**src/rtl/srs_pkg.sv**
```systemverilog
// Shared types and constants for the stroke point resampler.
`timescale 1ns / 1ps
package srs_pkg;

    localparam int COORD_BITS = 20;
    localparam int DX_W       = COORD_BITS + 1;
    localparam int SQ_W       = 2 * DX_W;
    localparam int D2_W       = SQ_W + 1;
    localparam int CFG_W      = 16;
    localparam int DIVC_W     = $clog2(DX_W + 1);

    // Configuration register indexes
    localparam logic CFG_MIN_SPACING = 1'b0;
    localparam logic CFG_MAX_SPACING = 1'b1;

    typedef struct packed {
        logic signed [COORD_BITS-1:0] point_x;
        logic signed [COORD_BITS-1:0] point_y;
        logic                         new_stroke;
    } t_in_item;

    typedef struct packed {
        logic signed [COORD_BITS-1:0] out_x;
        logic signed [COORD_BITS-1:0] out_y;
        logic                         last_of_run;
    } t_out_item;

    // One segment queued for resampling: start point, delta and squared length
    typedef struct packed {
        logic signed [COORD_BITS-1:0] prev_x;
        logic signed [COORD_BITS-1:0] prev_y;
        logic signed [DX_W-1:0]       dx;
        logic signed [DX_W-1:0]       dy;
        logic        [D2_W-1:0]       d2;
    } t_seg;

    function automatic logic [DX_W-1:0] mag(input logic signed [DX_W-1:0] v);
        mag = v[DX_W-1] ? DX_W'(-v) : DX_W'(v);
    endfunction

endpackage

```
**src/rtl/srs_front.sv**
```systemverilog
// Front end: accepts points, keeps the stored point, drops close points.
`timescale 1ns / 1ps
module srs_front (
    input  logic                        i_clk,
    input  logic                        i_rst_n,
    input  logic                        i_valid,
    output logic                        o_stall,
    input  srs_pkg::t_in_item           i_item,
    input  logic [srs_pkg::CFG_W-1:0]   i_min_spacing,
    input  logic                        i_q_full,
    output logic                        o_q_push,
    output srs_pkg::t_seg               o_q_data
);
    localparam logic [1:0] F_IDLE = 2'd0;
    localparam logic [1:0] F_SQX  = 2'd1;
    localparam logic [1:0] F_SQY  = 2'd2;
    localparam logic [1:0] F_DEC  = 2'd3;

    logic [1:0] r_state, n_state;
    logic       r_has_prev, n_has_prev;
    logic signed [srs_pkg::COORD_BITS-1:0] r_prev_x, n_prev_x, r_prev_y, n_prev_y;
    logic signed [srs_pkg::COORD_BITS-1:0] r_pt_x, n_pt_x, r_pt_y, n_pt_y;
    logic       r_first, n_first;
    logic signed [srs_pkg::DX_W-1:0] r_dx, n_dx, r_dy, n_dy;
    logic [srs_pkg::SQ_W-1:0] r_a, n_a, r_b, n_b;
    logic [2*srs_pkg::CFG_W-1:0] r_min2, n_min2;
    logic [srs_pkg::D2_W-1:0] d2;
    logic drop;
    logic [srs_pkg::DX_W-1:0] mx, my;

    assign o_stall = (r_state != F_IDLE);
    assign mx = srs_pkg::mag(r_dx);
    assign my = srs_pkg::mag(r_dy);
    assign d2 = srs_pkg::D2_W'(r_a) + srs_pkg::D2_W'(r_b);
    assign drop = !r_first && (d2 < srs_pkg::D2_W'(r_min2));

    // Queue entry: a first point travels as a zero-length segment
    always_comb begin
        o_q_data.prev_x = r_first ? r_pt_x : r_prev_x;
        o_q_data.prev_y = r_first ? r_pt_y : r_prev_y;
        o_q_data.dx     = r_first ? '0 : r_dx;
        o_q_data.dy     = r_first ? '0 : r_dy;
        o_q_data.d2     = r_first ? '0 : d2;
    end
    assign o_q_push = (r_state == F_DEC) && !drop && !i_q_full;

    // Classification sequence
    always_comb begin
        n_state = r_state; n_has_prev = r_has_prev;
        n_prev_x = r_prev_x; n_prev_y = r_prev_y;
        n_pt_x = r_pt_x; n_pt_y = r_pt_y; n_first = r_first;
        n_dx = r_dx; n_dy = r_dy; n_a = r_a; n_b = r_b; n_min2 = r_min2;
        unique case (r_state)
            F_IDLE: begin
                if (i_valid) begin
                    n_pt_x  = i_item.point_x;
                    n_pt_y  = i_item.point_y;
                    n_first = i_item.new_stroke || !r_has_prev;
                    n_dx = srs_pkg::DX_W'(i_item.point_x) - srs_pkg::DX_W'(r_prev_x);
                    n_dy = srs_pkg::DX_W'(i_item.point_y) - srs_pkg::DX_W'(r_prev_y);
                    n_state = F_SQX;
                end
            end
            F_SQX: begin
                n_a = mx * mx;
                n_min2 = i_min_spacing * i_min_spacing;
                n_state = F_SQY;
            end
            F_SQY: begin
                n_b = my * my;
                n_state = F_DEC;
            end
            F_DEC: begin
                if (drop) begin
                    n_state = F_IDLE;
                end else if (!i_q_full) begin
                    n_prev_x = r_pt_x;
                    n_prev_y = r_pt_y;
                    n_has_prev = 1'b1;
                    n_state = F_IDLE;
                end
            end
            default: n_state = F_IDLE;
        endcase
    end

    always_ff @(posedge i_clk) begin
        if (!i_rst_n) begin
            r_state <= F_IDLE;
            r_has_prev <= 1'b0;
        end else begin
            r_state <= n_state;
            r_has_prev <= n_has_prev;
        end
        r_prev_x <= n_prev_x; r_prev_y <= n_prev_y;
        r_pt_x <= n_pt_x; r_pt_y <= n_pt_y; r_first <= n_first;
        r_dx <= n_dx; r_dy <= n_dy; r_a <= n_a; r_b <= n_b; r_min2 <= n_min2;
    end
endmodule

```
**src/rtl/srs_fifo.sv**
```systemverilog
// Two-entry segment queue between front and back end.
`timescale 1ns / 1ps
module srs_fifo (
    input  logic           i_clk,
    input  logic           i_rst_n,
    input  logic           i_push,
    input  srs_pkg::t_seg  i_data,
    output logic           o_full,
    input  logic           i_pop,
    output srs_pkg::t_seg  o_data,
    output logic           o_empty
);
    srs_pkg::t_seg r_mem [2];
    logic r_wp, r_rp;
    logic [1:0] r_cnt;

    assign o_full  = (r_cnt == 2'd2);
    assign o_empty = (r_cnt == 2'd0);
    assign o_data  = r_mem[r_rp];

    // Storage
    always_ff @(posedge i_clk) begin
        if (i_push && !o_full) r_mem[r_wp] <= i_data;
    end

    // Pointers and fill count
    always_ff @(posedge i_clk) begin
        if (!i_rst_n) begin
            r_wp <= 1'b0; r_rp <= 1'b0; r_cnt <= 2'd0;
        end else begin
            if (i_push && !o_full) r_wp <= !r_wp;
            if (i_pop && !o_empty) r_rp <= !r_rp;
            r_cnt <= r_cnt + 2'(i_push && !o_full) - 2'(i_pop && !o_empty);
        end
    end
endmodule

```
**src/rtl/srs_back.sv**
```systemverilog
// Back end: finds the segment count, divides once per axis, steps the points out.
`timescale 1ns / 1ps
module srs_back #(
    parameter int MAX_SEGMENTS = 64
) (
    input  logic                       i_clk,
    input  logic                       i_rst_n,
    input  logic [srs_pkg::CFG_W-1:0]  i_max_spacing,
    input  logic                       i_q_empty,
    input  srs_pkg::t_seg              i_q_data,
    output logic                       o_q_pop,
    output logic                       o_valid,
    input  logic                       i_stall,
    output srs_pkg::t_out_item         o_item
);
    localparam int NW    = $clog2(MAX_SEGMENTS + 1);
    localparam int RW    = srs_pkg::CFG_W + NW;
    localparam int CMP_W = (2 * RW > srs_pkg::D2_W) ? 2 * RW : srs_pkg::D2_W;
    localparam int DX_W  = srs_pkg::DX_W;
    localparam int CB    = srs_pkg::COORD_BITS;
    localparam int DC_W  = srs_pkg::DIVC_W;

    localparam logic [2:0] B_IDLE = 3'd0;
    localparam logic [2:0] B_SQ   = 3'd1;
    localparam logic [2:0] B_CMP  = 3'd2;
    localparam logic [2:0] B_DIVX = 3'd3;
    localparam logic [2:0] B_DIVY = 3'd4;
    localparam logic [2:0] B_STEP = 3'd5;
    localparam logic [2:0] B_EMIT = 3'd6;

    logic [2:0] r_state, n_state;
    srs_pkg::t_seg r_seg, n_seg;
    logic [NW-1:0] r_k, n_k, r_n, n_n, r_i, n_i;
    logic [RW-1:0] r_reach, n_reach;
    logic [2*RW-1:0] r_sq, n_sq;
    logic [DX_W-1:0] r_quo, n_quo;
    logic [NW-1:0] r_rem, n_rem;
    logic [DC_W-1:0] r_cnt, n_cnt;
    logic signed [DX_W-1:0] r_qdx, n_qdx, r_qdy, n_qdy, r_qx, n_qx, r_qy, n_qy;
    logic [NW-1:0] r_rdx, n_rdx, r_rdy, n_rdy;
    logic [NW:0] r_rx, n_rx, r_ry, n_ry;
    logic r_ov, n_ov;
    srs_pkg::t_out_item r_out, n_out;

    logic hit, out_free, neg, rem_ge;
    logic [NW:0] rem_sh;
    logic signed [DX_W-1:0] fix_q;
    logic [NW-1:0] fix_r;
    logic [NW+1:0] sum_x, sum_y, two_n;

    assign o_valid  = r_ov;
    assign o_item   = r_out;
    assign out_free = !r_ov || !i_stall;
    assign o_q_pop  = (r_state == B_IDLE) && !i_q_empty;

    assign hit = (CMP_W'(r_sq) >= CMP_W'(r_seg.d2)) || (r_k == NW'(MAX_SEGMENTS));

    // Restoring divider step and sign correction (floor division by n)
    assign rem_sh = {r_rem, r_quo[DX_W-1]};
    assign rem_ge = rem_sh >= {1'b0, r_n};
    assign neg    = (r_state == B_DIVX) ? r_seg.dx[DX_W-1] : r_seg.dy[DX_W-1];
    always_comb begin
        if (neg && r_rem != '0) begin
            fix_q = ~r_quo;
            fix_r = r_n - r_rem;
        end else if (neg) begin
            fix_q = -r_quo;
            fix_r = '0;
        end else begin
            fix_q = r_quo;
            fix_r = r_rem;
        end
    end

    // Incremental rounding: remainder kept in [0, 2n)
    assign two_n = (NW+2)'({r_n, 1'b0});
    assign sum_x = (NW+2)'(r_rx) + (NW+2)'({r_rdx, 1'b0});
    assign sum_y = (NW+2)'(r_ry) + (NW+2)'({r_rdy, 1'b0});

    always_comb begin
        n_state = r_state; n_seg = r_seg; n_k = r_k; n_n = r_n; n_i = r_i;
        n_reach = r_reach; n_sq = r_sq; n_quo = r_quo; n_rem = r_rem; n_cnt = r_cnt;
        n_qdx = r_qdx; n_qdy = r_qdy; n_qx = r_qx; n_qy = r_qy;
        n_rdx = r_rdx; n_rdy = r_rdy; n_rx = r_rx; n_ry = r_ry;
        n_out = r_out;
        n_ov = r_ov && i_stall;
        unique case (r_state)
            B_IDLE: begin
                if (!i_q_empty) begin
                    n_seg = i_q_data;
                    n_k = NW'(1);
                    n_reach = RW'(i_max_spacing);
                    n_state = B_SQ;
                end
            end
            B_SQ: begin
                n_sq = r_reach * r_reach;
                n_state = B_CMP;
            end
            B_CMP: begin
                if (hit) begin
                    n_n = r_k;
                    n_i = NW'(1);
                    n_quo = srs_pkg::mag(r_seg.dx);
                    n_rem = '0;
                    n_cnt = '0;
                    n_state = B_DIVX;
                end else begin
                    n_k = r_k + NW'(1);
                    n_reach = r_reach + RW'(i_max_spacing);
                    n_state = B_SQ;
                end
            end
            B_DIVX, B_DIVY: begin
                if (r_cnt != DC_W'(DX_W)) begin
                    n_rem = rem_ge ? NW'(rem_sh - {1'b0, r_n}) : NW'(rem_sh);
                    n_quo = {r_quo[DX_W-2:0], rem_ge};
                    n_cnt = r_cnt + DC_W'(1);
                end else if (r_state == B_DIVX) begin
                    n_qdx = fix_q; n_rdx = fix_r;
                    n_quo = srs_pkg::mag(r_seg.dy);
                    n_rem = '0;
                    n_cnt = '0;
                    n_state = B_DIVY;
                end else begin
                    n_qdy = fix_q; n_rdy = fix_r;
                    n_qx = '0; n_qy = '0;
                    n_rx = (NW+1)'(r_n); n_ry = (NW+1)'(r_n);
                    n_state = B_STEP;
                end
            end
            B_STEP: begin
                if (sum_x >= two_n) begin
                    n_rx = (NW+1)'(sum_x - two_n); n_qx = r_qx + r_qdx + DX_W'(1);
                end else begin
                    n_rx = (NW+1)'(sum_x); n_qx = r_qx + r_qdx;
                end
                if (sum_y >= two_n) begin
                    n_ry = (NW+1)'(sum_y - two_n); n_qy = r_qy + r_qdy + DX_W'(1);
                end else begin
                    n_ry = (NW+1)'(sum_y); n_qy = r_qy + r_qdy;
                end
                n_state = B_EMIT;
            end
            B_EMIT: begin
                if (out_free) begin
                    n_out.out_x = r_seg.prev_x + r_qx[CB-1:0];
                    n_out.out_y = r_seg.prev_y + r_qy[CB-1:0];
                    n_out.last_of_run = (r_i == r_n);
                    n_ov = 1'b1;
                    if (r_i == r_n) begin
                        n_state = B_IDLE;
                    end else begin
                        n_i = r_i + NW'(1);
                        n_state = B_STEP;
                    end
                end
            end
            default: n_state = B_IDLE;
        endcase
    end

    always_ff @(posedge i_clk) begin
        if (!i_rst_n) begin
            r_state <= B_IDLE;
            r_ov <= 1'b0;
        end else begin
            r_state <= n_state;
            r_ov <= n_ov;
        end
        r_seg <= n_seg; r_k <= n_k; r_n <= n_n; r_i <= n_i;
        r_reach <= n_reach; r_sq <= n_sq; r_quo <= n_quo; r_rem <= n_rem; r_cnt <= n_cnt;
        r_qdx <= n_qdx; r_qdy <= n_qdy; r_qx <= n_qx; r_qy <= n_qy;
        r_rdx <= n_rdx; r_rdy <= n_rdy; r_rx <= n_rx; r_ry <= n_ry;
        r_out <= n_out;
    end
endmodule

```
**src/rtl/stroke_point_resampler_top.sv**
```systemverilog
// Top level of the stroke point resampler: configuration, front, queue, back.
//
//  channel | direction | handshake                  | payload
//  in      | input     | i_in_valid / o_in_stall    | i_in  (t_in_item)
//  out     | output    | o_out_valid / i_out_stall  | o_out (t_out_item)
//  cfg     | input     | i_cfg_we                   | i_cfg_idx, i_cfg_data
//
// Front end: one point at a time; squares dx and min spacing, then dy, then decides.
// Back end per segment: it takes the segment, searches the count n (B_SQ, B_CMP),
// runs the serial divider once per axis (B_DIVX, B_DIVY), then steps through B_STEP
// and B_EMIT for each emitted point; B_EMIT waits while the output is stalled.
// Synchronous active-low reset forgets the stored point and empties the queue.
// A stalled output holds the back end; the queue lets the front end keep taking points until it fills.
`timescale 1ns / 1ps
module stroke_point_resampler_top #(
    parameter int MAX_SEGMENTS = 64
) (
    input  logic                       i_clk,
    input  logic                       i_rst_n,
    input  logic                       i_in_valid,
    output logic                       o_in_stall,
    input  srs_pkg::t_in_item          i_in,
    output logic                       o_out_valid,
    input  logic                       i_out_stall,
    output srs_pkg::t_out_item         o_out,
    input  logic                       i_cfg_we,
    input  logic                       i_cfg_idx,
    input  logic [srs_pkg::CFG_W-1:0]  i_cfg_data
);
    logic [srs_pkg::CFG_W-1:0] r_min_spacing, r_max_spacing;
    logic q_push, q_full;
    srs_pkg::t_seg  q_in, q_out;
    logic q_pop, q_empty;

    // Configuration registers
    always_ff @(posedge i_clk) begin
        if (!i_rst_n) begin
            r_min_spacing <= srs_pkg::CFG_W'(32);
            r_max_spacing <= srs_pkg::CFG_W'(320);
        end else if (i_cfg_we) begin
            unique case (i_cfg_idx)
                srs_pkg::CFG_MIN_SPACING: r_min_spacing <= i_cfg_data;
                srs_pkg::CFG_MAX_SPACING: r_max_spacing <= i_cfg_data;
                default: ;
            endcase
        end
    end

    srs_front u_front (
        .i_clk         (i_clk),
        .i_rst_n       (i_rst_n),
        .i_valid       (i_in_valid),
        .o_stall       (o_in_stall),
        .i_item        (i_in),
        .i_min_spacing (r_min_spacing),
        .i_q_full      (q_full),
        .o_q_push      (q_push),
        .o_q_data      (q_in)
    );

    srs_fifo u_fifo (
        .i_clk   (i_clk),
        .i_rst_n (i_rst_n),
        .i_push  (q_push),
        .i_data  (q_in),
        .o_full  (q_full),
        .i_pop   (q_pop),
        .o_data  (q_out),
        .o_empty (q_empty)
    );

    srs_back #(.MAX_SEGMENTS(MAX_SEGMENTS)) u_back (
        .i_clk         (i_clk),
        .i_rst_n       (i_rst_n),
        .i_max_spacing (r_max_spacing),
        .i_q_empty     (q_empty),
        .i_q_data      (q_out),
        .o_q_pop       (q_pop),
        .o_valid       (o_out_valid),
        .i_stall       (i_out_stall),
        .o_item        (o_out)
    );

    // Checks
    a_push_not_full: assert property (@(posedge i_clk) disable iff (!i_rst_n)
        q_push |-> !q_full) else $error("queue push while full");
    a_pop_not_empty: assert property (@(posedge i_clk) disable iff (!i_rst_n)
        q_pop |-> !q_empty) else $error("queue pop while empty");
    a_reset_quiet: assert property (@(posedge i_clk)
        !i_rst_n |=> !o_out_valid) else $error("output valid after reset");
endmodule
```
**config.mk**
```make
export PLATFORM = sky130hd
export DESIGN_NAME = stroke_point_resampler_top
export DESIGN_NICKNAME = d
export VERILOG_FILES = /design/src/rtl/srs_pkg.sv /design/src/rtl/srs_front.sv /design/src/rtl/srs_fifo.sv /design/src/rtl/srs_back.sv /design/src/rtl/stroke_point_resampler_top.sv
export SDC_FILE = /design/constraint.sdc
export NUM_CORES = 2
export LEC_CHECK = 0
export CAP_MARGIN = 15
export CORE_MARGIN = 10
export CORE_UTILIZATION = 36
export DETAILED_ROUTE_END_ITERATION = 8
export DONT_BUFFER_PORTS = 1
export GPL_TIMING_DRIVEN = 0
export SLEW_MARGIN = 20
export SYNTH_ARGS = -nofsm -noshare
export SYNTH_HDL_FRONTEND = slang
export SYNTH_SLANG_ARGS = --single-unit
```
**constraint.sdc**
```tcl
create_clock -name i_clk -period 12.75 [get_ports i_clk]
set_input_delay 0.6375 -clock i_clk [delete_from_list [all_inputs] [get_ports i_clk]]
set_output_delay 0.6375 -clock i_clk [all_outputs]
set_load 0.02 [all_outputs]
```
==> flow_results.xml <==
<?xml version="1.0" encoding="UTF-8"?>
<metrics>
  <group name="worst_setup_path">
    <metric name="timing.critical_path.from_type" unit="">flip-flop</metric>
    <metric name="cp.buffers_inverters" unit="">8</metric>
    <metric name="cp_top_family" unit="">adder cells</metric>
    <metric name="setup.reg_to_reg.worst_slack" unit="ns">0.95</metric>
    <metric name="critical-path-slowest-cell" unit="">clkinv_1</metric>
    <metric name="crit_path_end_kind" unit="">flip-flop</metric>
    <metric name="cp_max_fo" unit="">11</metric>
    <metric name="reg2reg_to" unit="">u_front.r_a[40]</metric>
    <metric name="critical-path-top-cell-by-count" unit="">fa_1</metric>
    <metric name="timing.critical_path.arrival" unit="ns">12.26</metric>
    <metric name="ff2ff_path_depth" unit="">34</metric>
    <metric name="reg2reg_from" unit="">u_front.r_dx[0]</metric>
    <metric name="stage_delay_of_the_slowest_cell_on_the_critical_path" unit="ns">0.73</metric>
    <metric name="worst-setup-path-type" unit="">reg -&gt; reg</metric>
    <metric name="worst_ep_required_time" unit="ns">13.21</metric>
  </group>
  <group name="sta">
    <metric name="grt_setup_unrepaired" unit="">no</metric>
    <metric name="final_period_minus_worst_setup_slack" unit="ns">11.80</metric>
    <metric name="worst_slew_margin_rel" unit="">0.192</metric>
    <metric name="finalSetupViolations" unit="">0</metric>
    <metric name="final-max-slew-violation-count" unit="">0</metric>
    <metric name="share_of_the_cycle_needed_by_the_critical_path_after_routing" unit="">0.925</metric>
    <metric name="worst_hold_slack" unit="ns">0.0573</metric>
    <metric name="timing.fmax" unit="MHz">84.8</metric>
    <metric name="max_slew.worst_pin.slew" unit="ns">1.21</metric>
    <metric name="timing_hold_violations_final" unit="">0</metric>
    <metric name="fin_worst_skew" unit="ns">0.0577</metric>
  </group>
  <group name="yosys">
    <metric name="synth_top_cell_area_share" unit="">0.288</metric>
    <metric name="synth-simple-area-share" unit="">0.103</metric>
    <metric name="yosys_warnings" unit="">0</metric>
    <metric name="synth.avg_cell_area" unit="um^2">10.5</metric>
    <metric name="synthesis.area" unit="um^2">92200</metric>
    <metric name="synth_adder_area_share" unit="">0.376</metric>
    <metric name="synth_compound_gate_area_share" unit="">0.0750</metric>
    <metric name="combinational_family_with_the_most_area_after_synthesis" unit="">adder cells</metric>
    <metric name="dominant_cell_by_count_in_the_synthesized_netlist" unit="">inv_1</metric>
    <metric name="ys.flop_type" unit="">edfxtp_1</metric>
    <metric name="synth_sequential_area_ratio" unit="">0.297</metric>
    <metric name="post_synth_xor_area_fraction" unit="">0.0472</metric>
    <metric name="synth.ff_latch_count" unit="">926</metric>
    <metric name="synth_top_area_cell" unit="">edfxtp_1</metric>
    <metric name="multiplexer_area_fraction_after_synthesis" unit="">0.0173</metric>
    <metric name="synth.distinct_cells" unit="">95</metric>
    <metric name="asyncSetResetFlopFracSynth" unit="">0</metric>
    <metric name="synth_enable_flop_cells" unit="">883</metric>
    <metric name="yosys-top-cells-area" unit="">edfxtp_1, fa_1, ha_1</metric>
    <metric name="post_synth_inst_count" unit="">8789</metric>
    <metric name="synth_commonest_cells" unit="">inv_1, fa_1, edfxtp_1</metric>
  </group>
  <group name="cells_and_area">
    <metric name="final_cells" unit="">12400</metric>
    <metric name="final_core_utilization" unit="">0.397</metric>
    <metric name="layout.cell_area.non_filler" unit="um^2">101000</metric>
    <metric name="area_added_between_synthesis_and_finish" unit="%">9.65</metric>
    <metric name="final_layout_size_suffix_gt1_frac" unit="">0.0461</metric>
    <metric name="final_nets" unit="">11100</metric>
    <metric name="fillCellCount" unit="">24400</metric>
  </group>
  <group name="cts">
    <metric name="clock_insertion_delay_worst_skew" unit="ns">0.76</metric>
    <metric name="post_cts_resized" unit="">0</metric>
    <metric name="post_cts.repair.setup_buffers" unit="">0</metric>
    <metric name="tritoncts" unit="">built</metric>
    <metric name="cts_hold_repair.buffers" unit="">41</metric>
    <metric name="clock_path_buffers" unit="">3</metric>
    <metric name="clockRootBuffer" unit="">clkbuf_16</metric>
    <metric name="cts-buffers-inserted" unit="">97</metric>
    <metric name="cts.sink_count" unit="">926</metric>
    <metric name="worst_setup_hold_path_clk_slew" unit="ns">0.06</metric>
    <metric name="ctsHtreeMaxLevel" unit="">3</metric>
  </group>
  <group name="placed_design">
    <metric name="dp.final_hpwl" unit="mm">195</metric>
    <metric name="gp_congestion" unit="">0.914</metric>
    <metric name="placed_area" unit="um^2">97300</metric>
    <metric name="dpl_cells" unit="">12200</metric>
    <metric name="placement.io_buffers" unit="">0</metric>
  </group>
  <group name="grt">
    <metric name="global_route.usage.total" unit="">0.171</metric>
    <metric name="wire_length_of_the_first_global_routing_pass" unit="mm">376</metric>
    <metric name="grt_overflow" unit="">0</metric>
    <metric name="initial_antenna_violation_count" unit="">5</metric>
    <metric name="first_global_vias" unit="">66100</metric>
    <metric name="maximum_number_of_pins_on_one_net_before_global_route_repair" unit="">57</metric>
  </group>
  <group name="routing">
    <metric name="drtPass1Iterations" unit="">5</metric>
    <metric name="dr.first_iter.drc_count" unit="">4276</metric>
    <metric name="routed-via-count" unit="">62100</metric>
    <metric name="totalWireLength" unit="mm">238</metric>
    <metric name="antenna_left" unit="">0</metric>
    <metric name="avgViaCountPerCell" unit="">4.99</metric>
    <metric name="post_route_drc_violation_count" unit="">0</metric>
    <metric name="detail_route.wl_per_cell" unit="um">19.1</metric>
  </group>
  <group name="hold_path">
    <metric name="hold_end" unit="">r_min_spacing[2]</metric>
    <metric name="worst_hold_launch" unit="">i_cfg_data[2]</metric>
    <metric name="hold_depth" unit="">2</metric>
    <metric name="timing.hold.worst.class" unit="">in -&gt; reg</metric>
  </group>
  <group name="die">
    <metric name="ioPinCount" unit="">106</metric>
    <metric name="core.rowCount" unit="">185</metric>
    <metric name="die_height" unit="um">526</metric>
    <metric name="die_w" unit="um">526</metric>
    <metric name="floorplan.initialDensity" unit="">0.362</metric>
    <metric name="design.core.area" unit="um^2">254000</metric>
    <metric name="design.die.area" unit="um^2">277000</metric>
  </group>
  <group name="run_status">
    <metric name="status" unit="">finished clean</metric>
  </group>
  <group name="run">
    <metric name="max-cap-violations" unit="">0</metric>
  </group>
</metrics>
final cells by class:
| type | instances | area (um^2) | share of cell area |
|---|---|---|---|
| multi-input cells | 5837 | 57300 | 0.567 |
| flip-flops and latches | 926 | 27400 | 0.271 |
| inverters | 1844 | 6920 | 0.0685 |
| well taps | 3366 | 4210 | 0.0417 |
| clock buffers | 111 | 2510 | 0.0249 |
| repair buffers | 74 | 1090 | 0.0108 |
| plain buffers | 212 | 830 | 0.00821 |
| clock inverters | 64 | 759 | 0.00752 |
| diodes | 6 | 15.0 | 0.000149 |
through the flow:
stage	setup slack [ns]	TNS (ns)
floorplan	3.22	0
finish	0.953	0
detailed placement	1.03	0
CTS	0.965	0
global placement	-1.42	-342.45
global route	0.478	0
cell usage in the layout, fill, tap and decap left out, drive strengths merged, types with 15 or more instances in the layout:
cell type,instances
mux2,132
a211oi,19
clkinv,50
nor3,68
inv,1840
xor2,205
o21a,50
a21boi,51
a31oi,25
o41ai,15
fa,1190
dfxtp,43
and3,36
or4,18
and2,199
clkbuf,309
nand2,728
a21o,146
o21bai,40
nor2b,141
buf,47
nand4,38
edfxtp,883
or3,33
nor2,529
a21oi,296
o31ai,31
dlygate4sd3,41
ha,865
xnor2,291
nor4,27
conb,32
or2,19
nand2b,61
nand3,89
o211ai,41
o21ai,268
logic make-up after synthesis:
family          after synthesis
compound gates             1082
xor+xnor                    496
fa+ha+maj                  2055
buf+inv                    2056
flops                       926
mux                         143
other cells                   2
simple gates               2029
layer usage:
layer / GRT usage / wire [um]
met4: 0.0592 / 8590
met1: 0.223 / 102000
met3: 0.0188 / 10900
met5: 0 / 13
met2: 0.296 / 117000
flip-flops by register name, indices dropped and copies added, names as in the netlist, 21 cells and up:
name,count
u_back.r_sq,45
u_front.r_min2,31
u_back.o_item,41
u_back.r_quo,21
u_front.r_dx,21
u_front.r_b,41
u_fifo.r_mem,250
u_back.r_seg,125
u_front.r_a,41
u_back.r_reach,23
u_front.r_dy,21
worst max path at each step:
| stage | from | slack [ns] | cells past startpoint | endpoint |
|---|---|---|---|---|
| 2_1_floorplan | u_front.r_b[3] | 3.22 | 20 | u_fifo.r_mem[0][0] |
| 6_report | u_front.r_dx[0] | 0.95 | 34 | u_front.r_a[40] |
| 5_1_grt | u_front.r_dx[0] | 0.48 | 34 | u_front.r_a[38] |
| 3_5_place_dp | u_front.r_dx[0] | 1.03 | 34 | u_front.r_a[38] |
| 3_3_place_gp | u_front.r_b[3] | -1.42 | 20 | u_fifo.r_mem[1][115] |
| 4_1_cts | u_front.r_dx[0] | 0.97 | 34 | u_front.r_a[38] |
Power is not shown: default switching activity piles up to over one toggle a cycle in this logic, so the estimate is an artifact.
